$ cat src/rtl/unsigned_to_decimal_ascii_defines.svh
// assertion macros for the decimal ascii converter rtl
// no dependencies
`ifndef UNSIGNED_TO_DECIMAL_ASCII_DEFINES_SVH
`define UNSIGNED_TO_DECIMAL_ASCII_DEFINES_SVH

// same-cycle implication
`define U2DA_ASSERT_NOW(lbl, clk, rstn, ante, cons) \
  lbl: assert property (@(posedge clk) disable iff (!rstn) (ante) |-> (cons)) \
    else $error("u2da check failed");

// next-cycle implication
`define U2DA_ASSERT_NEXT(lbl, clk, rstn, ante, cons) \
  lbl: assert property (@(posedge clk) disable iff (!rstn) (ante) |=> (cons)) \
    else $error("u2da check failed");

`endif

$ cat src/rtl/u2da_pkg.sv
// constants, types and helpers for the decimal ascii converter
// no dependencies
package u2da_pkg;
  localparam int VALUE_BITS      = 64;
  localparam int STEPS_PER_STAGE = 8;
  localparam int NUM_STAGES      = (VALUE_BITS + STEPS_PER_STAGE - 1) / STEPS_PER_STAGE;
  localparam int SHIFT_BITS      = NUM_STAGES * STEPS_PER_STAGE;
  localparam int DIGITS          = 20;
  localparam int BCD_BITS        = DIGITS * 4;
  localparam int IDX_BITS        = $clog2(DIGITS);
  localparam logic [5:0] ASCII_ZERO = 6'd48;

  typedef logic [BCD_BITS-1:0]   bcd_t;
  typedef logic [SHIFT_BITS-1:0] shift_t;
  typedef logic [IDX_BITS-1:0]   idx_t;

  function automatic idx_t msd_index(input bcd_t b);
    idx_t r;
    r = '0;
    for (int i = 0; i < DIGITS; i++) begin
      if (b[i*4 +: 4] != 4'd0) r = IDX_BITS'(i);
    end
    return r;
  endfunction
endpackage

$ cat src/rtl/u2da_dabble_stage.sv
// one registered stage of shift-and-add-3 binary to bcd conversion
// depends on u2da_pkg
module u2da_dabble_stage (
  input  logic             clk,
  input  logic             rst_n,
  input  logic             in_valid,
  output logic             in_ready,
  input  u2da_pkg::shift_t in_shift,
  input  u2da_pkg::bcd_t   in_bcd,
  output logic             out_valid,
  input  logic             out_ready,
  output u2da_pkg::shift_t out_shift,
  output u2da_pkg::bcd_t   out_bcd
);
  import u2da_pkg::*;

  logic   valid_r;
  shift_t shift_r, shift_nxt;
  bcd_t   bcd_r, bcd_nxt;

  always_comb begin
    shift_nxt = in_shift;
    bcd_nxt   = in_bcd;
    for (int s = 0; s < STEPS_PER_STAGE; s++) begin
      for (int d = 0; d < DIGITS; d++) begin
        if (bcd_nxt[d*4 +: 4] >= 4'd5) bcd_nxt[d*4 +: 4] = bcd_nxt[d*4 +: 4] + 4'd3;
      end
      bcd_nxt   = {bcd_nxt[BCD_BITS-2:0], shift_nxt[SHIFT_BITS-1]};
      shift_nxt = {shift_nxt[SHIFT_BITS-2:0], 1'b0};
    end
  end

  assign in_ready = !valid_r || out_ready;

  always_ff @(posedge clk) begin
    if (!rst_n) begin
      valid_r <= 1'b0;
    end else if (in_ready) begin
      valid_r <= in_valid;
    end
    if (in_ready && in_valid) begin
      shift_r <= shift_nxt;
      bcd_r   <= bcd_nxt;
    end
  end

  assign out_valid = valid_r;
  assign out_shift = shift_r;
  assign out_bcd   = bcd_r;
endmodule

$ cat src/rtl/u2da_serial.sv
// emits bcd digits as ascii, most significant nonzero digit first
// depends on u2da_pkg and the assertion macro header
`include "unsigned_to_decimal_ascii_defines.svh"
module u2da_serial (
  input  logic           clk,
  input  logic           rst_n,
  input  logic           in_valid,
  output logic           in_ready,
  input  u2da_pkg::bcd_t in_bcd,
  output logic           out_tvalid,
  input  logic           out_tready,
  output logic [7:0]     out_tdata,  // [5:0] digit_char, rest zero
  output logic           out_tlast
);
  import u2da_pkg::*;

  logic busy_r;
  bcd_t bcd_r;
  idx_t idx_r;
  logic [3:0] digit;

  assign in_ready = !busy_r || (out_tready && idx_r == '0);
  assign digit    = bcd_r[idx_r*4 +: 4];

  always_ff @(posedge clk) begin
    if (!rst_n) begin
      busy_r <= 1'b0;
      idx_r  <= '0;
    end else if (in_ready) begin
      busy_r <= in_valid;
      if (in_valid) begin
        idx_r <= msd_index(in_bcd);
      end
    end else if (out_tready) begin
      idx_r <= idx_r - 1'b1;
    end
    if (in_ready && in_valid) begin
      bcd_r <= in_bcd;
    end
  end

  assign out_tvalid = busy_r;
  assign out_tdata  = {2'b00, ASCII_ZERO + {2'b00, digit}};
  assign out_tlast  = idx_r == '0;

  `U2DA_ASSERT_NOW(a_idx_range, clk, rst_n, busy_r, idx_r <= IDX_BITS'(DIGITS - 1))
  `U2DA_ASSERT_NEXT(a_stall_hold, clk, rst_n, busy_r && !out_tready, busy_r && $stable(idx_r))
  `U2DA_ASSERT_NEXT(a_count_down, clk, rst_n, busy_r && out_tready && idx_r != '0, busy_r && idx_r == $past(idx_r) - 1'b1)
endmodule

$ cat src/rtl/unsigned_to_decimal_ascii.sv
// Converts each 64-bit unsigned value to decimal ASCII digits, most significant first,
// no leading zeros, zero giving a single '0'; tlast marks the final digit. A value has
// 1 to 20 digits, sent one digit per cycle while out_tready is high by the digit
// serializer, which takes a new value in the cycle the previous value's last digit
// leaves; the conversion pipeline of 8 shift-and-add-3 stages buffers values ahead of it.
// depends on u2da_pkg, u2da_dabble_stage and u2da_serial
module unsigned_to_decimal_ascii (
  input  logic        clk,
  input  logic        rst_n,
  input  logic        in_tvalid,
  output logic        in_tready,
  input  logic [63:0] in_tdata,   // [63:0] value
  output logic        out_tvalid,
  input  logic        out_tready,
  output logic [7:0]  out_tdata,  // [5:0] digit_char, [7:6] zero
  output logic        out_tlast
);
  import u2da_pkg::*;

  logic   vld [NUM_STAGES+1];
  logic   rdy [NUM_STAGES+1];
  shift_t shf [NUM_STAGES+1];
  bcd_t   bcd [NUM_STAGES+1];

  assign vld[0]    = in_tvalid;
  assign in_tready = rdy[0];
  assign shf[0]    = SHIFT_BITS'(in_tdata[VALUE_BITS-1:0]);
  assign bcd[0]    = '0;

  for (genvar g = 0; g < NUM_STAGES; g++) begin : g_stage
    u2da_dabble_stage u_stage (
      .clk       (clk),
      .rst_n     (rst_n),
      .in_valid  (vld[g]),
      .in_ready  (rdy[g]),
      .in_shift  (shf[g]),
      .in_bcd    (bcd[g]),
      .out_valid (vld[g+1]),
      .out_ready (rdy[g+1]),
      .out_shift (shf[g+1]),
      .out_bcd   (bcd[g+1])
    );
  end

  u2da_serial u_serial (
    .clk        (clk),
    .rst_n      (rst_n),
    .in_valid   (vld[NUM_STAGES]),
    .in_ready   (rdy[NUM_STAGES]),
    .in_bcd     (bcd[NUM_STAGES]),
    .out_tvalid (out_tvalid),
    .out_tready (out_tready),
    .out_tdata  (out_tdata),
    .out_tlast  (out_tlast)
  );
endmodule

$ cat config.mk
export PLATFORM = sky130hd
export DESIGN_NAME = unsigned_to_decimal_ascii
export DESIGN_NICKNAME = d
export VERILOG_FILES = /design/src/rtl/u2da_pkg.sv /design/src/rtl/u2da_dabble_stage.sv /design/src/rtl/u2da_serial.sv /design/src/rtl/unsigned_to_decimal_ascii.sv
export VERILOG_INCLUDE_DIRS = /design/src /design/src/rtl
export SDC_FILE = /design/constraint.sdc
export NUM_CORES = 2
export LEC_CHECK = 0
export ABC_CLOCK_PERIOD_IN_PS = 16500
export BUFFER_PORTS_ARGS = -buffer_cell sky130_fd_sc_hd__clkbuf_2
export CORE_UTILIZATION = 45
export DETAILED_ROUTE_END_ITERATION = 8
export GPL_ROUTABILITY_DRIVEN = 0
export MAX_ROUTING_LAYER = met4
export PLACE_DENSITY = 0.64
export SETUP_SLACK_MARGIN = 0.4
export SLEW_MARGIN = 20
export SYNTH_ARGS = -nofsm -noshare
export SYNTH_HDL_FRONTEND = slang
export SYNTH_SLANG_ARGS = --single-unit
$ cat constraint.sdc
create_clock -name clk -period 16.5 [get_ports clk]
set_input_delay 2.475 -clock clk [delete_from_list [all_inputs] [get_ports clk]]
set_output_delay 2.475 -clock clk [all_outputs]
set_load 0.02 [all_outputs]
==> results.yml <==
worst_setup_path:
  required_ps: 16920
  rrSetupSlack_ps: 8460
  crit_buf_inv: 2
  crit_type: "flip-flop to flip-flop"
  worst_path_most_repeated_cell: "ha_1"
  end_kind: "flip-flop"
  crit_slowest_cell: "xnor2_1"
  crit_path_max_incr_delay_ps: 770
  path_max_fanout: 14
  path_depth: 29
  critical_path.top_delay_family: "compound AO/OA/AOI/OAI gates"
  arrival_ps: 8460
  worst-r2r-cell-count: 29
  crit_path_start_kind: "flip-flop"
  r2r_start: "g_stage[5].u_stage.out_bcd[24]"
  r2r_end: "g_stage[6].u_stage.out_bcd[31]"
final_layout:
  multi_input_area_um2: 73400
  stdcell_count: 15100
  regArea_um2: 20600
  syn2layout_area_growth_pct: 6.22
  nFillCells: 20500
  nNetsFinal: 12800
  layout-drive-gt1-share_pct: 10.9
  final_area_um2: 105000
  n_antenna_cell: 0
clock_network:
  clockBufferDepth: 3
  ctsHoldBuffers: 0
  post_cts_buffers: 0
  clock-sinks: 692
  clk_pin_slew_worst_paths_ps: 70
  cts_tree: "built"
  cts_resized: 0
  cts.htree.levels: 3
  root_buffer: "clkbuf_16"
  clk_latency_ps: 740
  cts_made_buffers: 91
hold_path:
  worst_hold_path.endpoint: "g_stage[3].u_stage.out_shift[61]"
  hold_path_class: "flip-flop to flip-flop"
  hold_start: "g_stage[2].u_stage.out_shift[53]"
  hold_path_depth: 0
sta:
  grt_setup_unrepaired: "false"
  fin_skew_ps: 47.5
  timing.fmax_mhz: 124
  fin_setup_tns_ps: 0
  setup-violations-final: 0
  final-max-slew-violation-count: 0
  tightest_slew_ps: 1060
  final.min_clock_period_ps: 8040
  slew-limit-headroom_pct: 28.5
  finalHoldViolations: 0
  fin_crit_sh_pct: 48.7
synthesis:
  syn_area_um2: 98500
  avgSynthCellArea_um2: 8.01
  ys_warn_count: 0
  async_flop_share_pct: 0
  ys_seq_area_share_pct: 21.0
  yosysMostFrequentCell: "nor2_1"
  synth_ff_type: "edfxtp_1"
  synth_top_cell_by_area: "edfxtp_1"
  synth_top_area_share_pct: 20.7
  ys_ff_latch: 692
  netlist_top_cells_area: "edfxtp_1 (21%), ha_1 (7.4%), a21oi_1 (4.4%)"
  ys_types: 156
  synth.top_cells.by_count: "nor2_1 (1036), nand2_1 (895), a21oi_1 (873)"
  postSynthCellCount: 12300
  synth-edff-count: 678
die:
  core_um2: 217000
  start_util_pct: 45.3
  dieArea_um2: 221000
  rows: 171
  die_w_um: 470
  die-height_um: 470
  boundaryPins: 79
route:
  wl_um: 215000
  post_drt_wl_per_cell_um: 14.2
  drt_pass1_iterations: 8
  ant_nets: 0
  drt_iter0_markers: 5206
  vias: 90700
  drc: 0
  vias_per_cell: 6.00
global_routing:
  grt_max_degree: 82
  grt_overflow_total: 0
  antenna_found_initial: 0
  grt_usage_pct: 19.0
  grt_pass1_wl_um: 370000
  grt_pass1_vias: 84100
placement:
  port_buffers: 74
  dp.cells: 14900
  place_area_um2: 101000
  place_hpwl_um: 167000
job:
  maxCapViolCount: 0
outcome:
  outcome: "finished, final reports clean"
==> how the worst max path moves through the flow <==
stage	from	to	slack [ps]
6_report	g_stage[5].u_stage.out_bcd[24]	g_stage[6].u_stage.out_bcd[31]	8460
5_1_grt	g_stage[5].u_stage.out_bcd[20]	g_stage[6].u_stage.out_bcd[31]	7850
4_1_cts	g_stage[5].u_stage.out_bcd[24]	g_stage[6].u_stage.out_bcd[31]	8630
3_5_place_dp	g_stage[5].u_stage.out_bcd[24]	g_stage[6].u_stage.out_bcd[31]	8710
3_3_place_gp	g_stage[5].u_stage.out_bcd[24]	g_stage[6].u_stage.out_bcd[31]	8770
2_1_floorplan	out_tready	g_stage[7].u_stage.out_bcd[0]	7260
==> metal layers <==
metal / vias up / global-route usage (%) / share of wire [%]
met5: - / - / 0
met4: 0 / 4.76 / 2.0
met3: 252 / 1.76 / 2.7
met2: 1311 / 34.3 / 50
met1: 42600 / 22.6 / 46
li1: 46500 / - / -
==> per-stage QoR <==
stage / worst slack [ps] / utilization [%] / hold slack (ps)
floorplan: 7260 / - / 400
global route: 7850 / 48.1 / 422
finish: 8460 / 48.1 / 409
CTS: 8630 / 48.1 / 413
global placement: 8770 / 46.6 / 402
detailed placement: 8710 / 46.6 / 405
==> final cells by class <==
| type | instances | share of cell area, % |
|---|---|---|
| inverter | 870 | 3.12 |
| tap | 2854 | 3.41 |
| sequential | 692 | 19.7 |
| clock buffer | 105 | 2.26 |
| multi-input combinational | 10400 | 70.2 |
| timing repair buffer | 97 | 0.536 |
| clock inverter | 65 | 0.775 |
==> sequential cells by signal (all words and copies together) (netlist names) <==
signal	flops
g_stage.u_stage.out_bcd	374
g_stage.u_stage.out_shift	224
g_stage.u_stage.out_valid	8
u_serial.bcd_r	80
u_serial.idx_r	5
u_serial.out_tvalid	1
==> cell families after synthesis <==
logic type / synth area share, %
simple gates: 19.7
flops: 21.0
fa+ha+maj: 7.72
other cells: 0.00763
buf+inv: 4.65
xor+xnor: 5.98
compound gates: 33.2
mux: 7.77
==> cell usage in the layout, fill, tap and decap left out, drive strengths merged, types with 48 or more instances in the layout <==
cell | synthesis | routed
o21ai | 1057 | 1057
nor2 | 1045 | 1045
a21oi | 972 | 972
nand2 | 897 | 897
inv | 867 | 875
edfxtp | 678 | 678
ha | 585 | 585
xnor2 | 426 | 426
mux2i | 409 | 409
nor3 | 353 | 353
nand3 | 310 | 310
o211ai | 268 | 268
mux2 | 253 | 253
a211oi | 241 | 241
nand2b | 239 | 239
a31oi | 234 | 234
and2 | 205 | 205
o21a | 204 | 204
a21o | 186 | 186
clkbuf | 192 | 181
nor2b | 156 | 156
or2 | 151 | 151
or3 | 148 | 148
o22ai | 139 | 139
xor2 | 137 | 137
o31ai | 117 | 117
o21bai | 107 | 107
a22oi | 94 | 94
a21boi | 94 | 94
nor3b | 92 | 92
a211o | 88 | 88
and3 | 86 | 86
nor4 | 75 | 75
o211a | 72 | 72
a2bb2oi | 60 | 60
a31o | 57 | 57
o32ai | 50 | 50
o221ai | 48 | 48
a221oi | 48 | 48
==> worst register-to-register path: cells and delay by family (launching register included) <==
family                   cells  cell delay, ps
multiplexers                 2             620
adder cells (fa/ha/maj)      5            1400
AO/OA/AOI/OAI               14            3330
flip-flops                   1             430
AND/OR/NAND/NOR              5             930
buffers and inverters        2             230
XOR/XNOR                     1             770
Power is not shown: default switching activity piles up to over one toggle a cycle in this logic, so the estimate is an artifact.
